**config.mk**
```make
export PLATFORM = sky130hd
export DESIGN_NAME = hpq_ctrl
export DESIGN_NICKNAME = d
export VERILOG_FILES = /design/src/rtl/hpq_pkg.sv /design/src/rtl/hpq_ctrl.sv
export VERILOG_INCLUDE_DIRS = /design/src /design/src/rtl
export SDC_FILE = /design/constraint.sdc
export NUM_CORES = 1
export LEC_CHECK = 0
export ABC_AREA = 0
export BUFFER_PORTS_ARGS = -buffer_cell sky130_fd_sc_hd__buf_2
export CORE_AREA = 2 2 39 41
export CTS_BUF_LIST = sky130_fd_sc_hd__clkbuf_8 sky130_fd_sc_hd__clkbuf_16
export DETAILED_ROUTE_END_ITERATION = 8
export DIE_AREA = 0 0 41 43
export PLACE_DENSITY = 0.7
export SETUP_SLACK_MARGIN = 0.05
export SLEW_MARGIN = 10
export SYNTH_ARGS = -nofsm -noshare
export SYNTH_HDL_FRONTEND = slang
export SYNTH_SLANG_ARGS = --single-unit
```
**constraint.sdc**
```tcl
create_clock -name clk -period 2.9 [get_ports clk]
set_input_delay 0.145 -clock clk [delete_from_list [all_inputs] [get_ports clk]]
set_output_delay 0.145 -clock clk [all_outputs]
set_load 0.005 [all_outputs]
```
**src/rtl/assert_macros.svh**
```systemverilog
// Assertion macros shared by the heap queue RTL.
`ifndef ASSERT_MACROS_SVH
`define ASSERT_MACROS_SVH

`ifndef SYNTH
`define HPQ_ASSERT(name, prop, msg) \
    name: assert property (@(posedge clk) disable iff (!rst_n) (prop)) else $error(msg);
`define HPQ_ASSERT_NEXT(name, pre, post, msg) \
    name: assert property (@(posedge clk) disable iff (!rst_n) (pre) |=> (post)) else $error(msg);
`else
`define HPQ_ASSERT(name, prop, msg)
`define HPQ_ASSERT_NEXT(name, pre, post, msg)
`endif

`endif

```
**src/rtl/hpq_pkg.sv**
```systemverilog
// Types and constants of the heap priority queue.
package hpq_pkg;

    localparam int KEY_W     = 32;
    localparam int CAP_W     = 11;
    localparam int OCC_W     = 11;
    localparam int STAT_W    = 2;
    localparam int M_TDATA_W = 48;

    localparam logic [CAP_W-1:0] CAP_RESET = 11'd1024;
    localparam logic [KEY_W-1:0] KEY_EMPTY = '1;
    localparam logic [KEY_W-1:0] KEY_NONE  = '0;

    localparam logic CMD_INSERT = 1'b0;
    localparam logic CMD_REMOVE = 1'b1;

    typedef enum logic [STAT_W-1:0] {
        STAT_OK    = 2'd0,
        STAT_FULL  = 2'd1,
        STAT_EMPTY = 2'd2
    } hpq_stat_t;

    typedef enum logic [3:0] {
        ST_IDLE,
        ST_DISPATCH,
        ST_INS_RD,
        ST_INS_CMP,
        ST_REM_LAST,
        ST_REM_CUR,
        ST_DN_RDL,
        ST_DN_RDR,
        ST_DN_CMP,
        ST_DONE
    } hpq_state_t;

    typedef enum logic [3:0] {
        OP_NONE,
        OP_ACCEPT,
        OP_FULL,
        OP_EMPTY,
        OP_INS_INIT,
        OP_WR_CUR,
        OP_RD_PARENT,
        OP_INS_CMP,
        OP_RD_ROOT,
        OP_RD_LAST,
        OP_GET_CUR,
        OP_RD_LEFT,
        OP_RD_RIGHT,
        OP_DN_CMP,
        OP_EMIT
    } hpq_op_t;

    typedef struct packed {
        hpq_op_t op;
    } hpq_cmd_t;

    typedef struct packed {
        logic is_insert;
        logic full;
        logic empty;
        logic at_root;
        logic has_left;
        logic parent_less;
        logic move_down;
        logic out_free;
    } hpq_status_t;

endpackage

```
**src/rtl/hpq_ctrl.sv**
```systemverilog
// Sequencer of the heap queue: walks insert, remove and sift steps.
`include "assert_macros.svh"

module hpq_ctrl import hpq_pkg::*; (
    input  logic        clk,
    input  logic        rst_n,
    input  logic        s_tvalid,
    output logic        s_tready,
    input  hpq_status_t status,
    output hpq_cmd_t    cmd
);

    hpq_state_t state_reg;
    hpq_state_t state_next;

    always_ff @(posedge clk or negedge rst_n)
    begin
        if (!rst_n)
        begin
            state_reg <= ST_IDLE;
        end
        else
        begin
            state_reg <= state_next;
        end
    end

    // next state
    always_comb
    begin
        state_next = state_reg;
        case (state_reg)
            ST_IDLE:
            begin
                if (s_tvalid)
                begin
                    state_next = ST_DISPATCH;
                end
            end
            ST_DISPATCH:
            begin
                if (status.is_insert)
                begin
                    state_next = status.full ? ST_DONE : ST_INS_RD;
                end
                else
                begin
                    state_next = status.empty ? ST_DONE : ST_REM_LAST;
                end
            end
            ST_INS_RD:   state_next = status.at_root ? ST_DONE : ST_INS_CMP;
            ST_INS_CMP:  state_next = status.parent_less ? ST_INS_RD : ST_DONE;
            ST_REM_LAST: state_next = ST_REM_CUR;
            ST_REM_CUR:  state_next = ST_DN_RDL;
            ST_DN_RDL:   state_next = status.has_left ? ST_DN_RDR : ST_DONE;
            ST_DN_RDR:   state_next = ST_DN_CMP;
            ST_DN_CMP:   state_next = status.move_down ? ST_DN_RDL : ST_DONE;
            ST_DONE:
            begin
                if (status.out_free)
                begin
                    state_next = ST_IDLE;
                end
            end
            default:     state_next = ST_IDLE;
        endcase
    end

    // datapath commands
    always_comb
    begin
        cmd.op   = OP_NONE;
        s_tready = 1'b0;
        case (state_reg)
            ST_IDLE:
            begin
                s_tready = 1'b1;
                if (s_tvalid)
                begin
                    cmd.op = OP_ACCEPT;
                end
            end
            ST_DISPATCH:
            begin
                if (status.is_insert)
                begin
                    cmd.op = status.full ? OP_FULL : OP_INS_INIT;
                end
                else
                begin
                    cmd.op = status.empty ? OP_EMPTY : OP_RD_ROOT;
                end
            end
            ST_INS_RD:   cmd.op = status.at_root ? OP_WR_CUR : OP_RD_PARENT;
            ST_INS_CMP:  cmd.op = OP_INS_CMP;
            ST_REM_LAST: cmd.op = OP_RD_LAST;
            ST_REM_CUR:  cmd.op = OP_GET_CUR;
            ST_DN_RDL:   cmd.op = status.has_left ? OP_RD_LEFT : OP_WR_CUR;
            ST_DN_RDR:   cmd.op = OP_RD_RIGHT;
            ST_DN_CMP:   cmd.op = OP_DN_CMP;
            ST_DONE:     cmd.op = status.out_free ? OP_EMIT : OP_NONE;
            default:     cmd.op = OP_NONE;
        endcase
    end

    `HPQ_ASSERT_NEXT(a_accept_dispatch, s_tvalid && s_tready, state_reg == ST_DISPATCH, "accepted beat not dispatched")
    `HPQ_ASSERT(a_ins_not_full, cmd.op == OP_INS_INIT |-> !status.full, "insert started on full heap")

endmodule

```
==> flow_summary_export.csv <==
group,metric,value,unit
grt,grt_pass1_wl,1.98,mm
worst_setup_path,endpoint_kind,"primary output",
grt,grt_usage,0.162,
yosys,synth.cell_area,526,µm²
cells_and_area,drive_above_1_share,0.276,
worst_setup_path,cp_cell_sequence,"inv_1, a2bb2oi_1, o32ai_1, buf_2",
drt,dr_wl_met2,564,µm
drt,drtPass1Iterations,4,
cells_and_area,post_layout_nonfiller_instances,92,
yosys,async_reset_ff_frac,1.00,
sta,period_minus_slack,1.82,ns
grt,grt_max_degree,23,
floorplanning,dieHeight,43,µm
worst_setup_path,worstPathRequired,2.76,ns
grt,grt_overflow_total,0,
cells_and_area,most-common-layout-cells,"buf_2 (15), a21oi_1 (6), inv_1 (4), o21ai_1 (4), dfrtp_1 (4)",
clock_tree,cts_buffers,3,
yosys,synth-edff-count,0,
cells_and_area,antenna_cells,0,
run,cap_viol_max_count,0,
drt,wl_met1,552,µm
yosys,syn_nets,76,
worst_setup_path,critPathMaxFanout,22,
placement,globalplace.congestion,0.776,
sta,holdWs,0.261,ns
sta,period_share,0.629,
yosys,ys_ff_latch,4,
sta,fmax,0.548,GHz
yosys,synth.distinct_cells,36,
floorplanning,placementRows,14,
placement,hpwl,840,µm
yosys,synthCells,65,
pwr,leakagePower,0.256,nW
run_status,status,"complete, no violations",
floorplanning,initial_core_util,0.380,
clock_tree,cts_setup_buffers,0,
sta,maxSlewViolCount,0,
placement,place_inst,88,
drt,vias,523,
sta,fin_tns_setup,0,ns
grt,antenna_found_initial,0,
pwr,ir_drop,0.448,mV
clock_tree,clock_latency,0.21,ns
drt,routedWlPerCell,12.8,µm
worst_setup_path,slowest_delay,0.72,ns
worst_setup_path,critical_path_arrival,1.68,ns
drt,drc_errors,0,
drt,routed_wl,1.18,mm
sta,finalHoldViolCount,0,
clock_tree,clock_path_buffers,2,
yosys,synth-seq-area-share,0.190,
floorplanning,die_area,0.00176,mm²
drt,met3_length,41,µm
yosys,synthFlopType,"dfrtp_1",
clock_tree,cts.reportedPaths.clkPinSlew,0.03,ns
sta,setup-violations-final,0,
sta,finalClockSkew,0.000548,ns
drt,top_layer,"met4",
floorplanning,die_w,41,µm
cells_and_area,area_growth,16.7,%
worst_hold_path,hp-class,"in2async",
floorplanning,pin_count,16,
cells_and_area,largest_register_ffs,4,
drt,drt_iter0_drc,15,
cells_and_area,final_common_cell,"buf_2",
cells_and_area,nNetsFinal,89,
floorplanning,core_area,0.00138,mm²
worst_setup_path,startpoint_type,"flip-flop",
clock_tree,cts_max_level,1,
sta,worst_pin_slew,0.614,ns
clock_tree,cts_tree,"built",
drt,avgViaCountPerCell,5.68,
yosys,yosysWarnings,0,
drt,ant_nets,0,
placement,port_buffers,15,
sta,slew_headroom,0.591,
sta,rsz0062_at_grt,"false",
clock_tree,cts_sinks,4,
clock_tree,cts_root_buf,"clkbuf_8",
pwr,power_density,1010,mW/mm²
worst_setup_path,crit_slowest_cell,"dfrtp_1",
grt,grt_pass1_vias,421,
worst_setup_path,crit_type,"reg2out",
yosys,syn_avg_cell_area,8.08,µm²
==> final cells by class <==
type / count / area [µm²]
fillers: 160 / 771
clock buffers: 3 / 41.3
repair buffers: 16 / 85.1
multi-input cells: 49 / 352
flip-flops and latches: 4 / 100
inverters: 4 / 15.0
well taps: 16 / 20.0
==> routing by layer <==
metal	vias to the layer above	global-route usage
met4	0	0.0600
met2	10	0.209
met3	2	0.0314
met1	235	0.256
met5	-	0
li1	276	-
==> stage by stage <==
stage / power, mW / instance area, µm² / worst slack, ns / utilization
after floorplan: 0.455 / 526 / 1.68 / -
after global placement: 0.502 / 562 / 1.33 / 0.406
after detailed placement: 0.506 / 562 / 1.29 / 0.406
after CTS: 0.625 / 613 / 1.06 / 0.443
after global routing: 0.685 / 613 / 0.901 / 0.443
final: 0.619 / 613 / 1.08 / 0.443
==> power by group <==
group	internal, mW	switching (mW)
sequential	0.0802	0.118
combinational	0.173	0.134
clock	0.0882	0.0259
==> critical path, delay by kind of cell (launching register included) <==
| family | cells | cell delay [ns] |
|---|---|---|
| buf+inv | 2 | 0.30 |
| compound gates | 2 | 0.44 |
| flops | 1 | 0.72 |
==> synth_stat cells, types with 2 or more instances <==
master,count,area share
a21oi_1,6,0.057
and2_1,2,0.024
and2b_1,2,0.029
buf_2,5,0.048
buf_6,3,0.064
dfrtp_1,4,0.19
inv_1,4,0.029
nand2_1,2,0.014
nand3_1,2,0.019
nand3b_1,2,0.029
nor2_1,3,0.021
nor4b_1,2,0.033
o21ai_1,4,0.038
o32ai_1,2,0.033
==> path summary, 6_finish.rpt <==
kind | startpoint | endpoint | slack [ns] | cells past startpoint
max | state_reg[1] | cmd[1] | 1.08 | 4
min | rst_n | state_reg[0] | 0.26 | 2
max reg2reg | state_reg[1] | state_reg[0] | 1.38 | 3
min reg2reg | state_reg[3] | state_reg[3] | 0.86 | 2
max in group asynchronous | rst_n | state_reg[1] | 2.53 | 2
min in group clk | status[6] | state_reg[1] | 0.31 | 3
==> timing repair <==
item,4_1_cts,5_1_grt
hold buffers,1,0
resized for setup,0,0
endpoints found under the hold margin,4,0
endpoints found under the setup margin,0,0
==> kinds of logic after synthesis <==
family          synth area share
compound gates             0.362
buf+inv                    0.140
flops                      0.190
mux                       0.0405
simple gates               0.267
(Power assumes the default switching activity.)
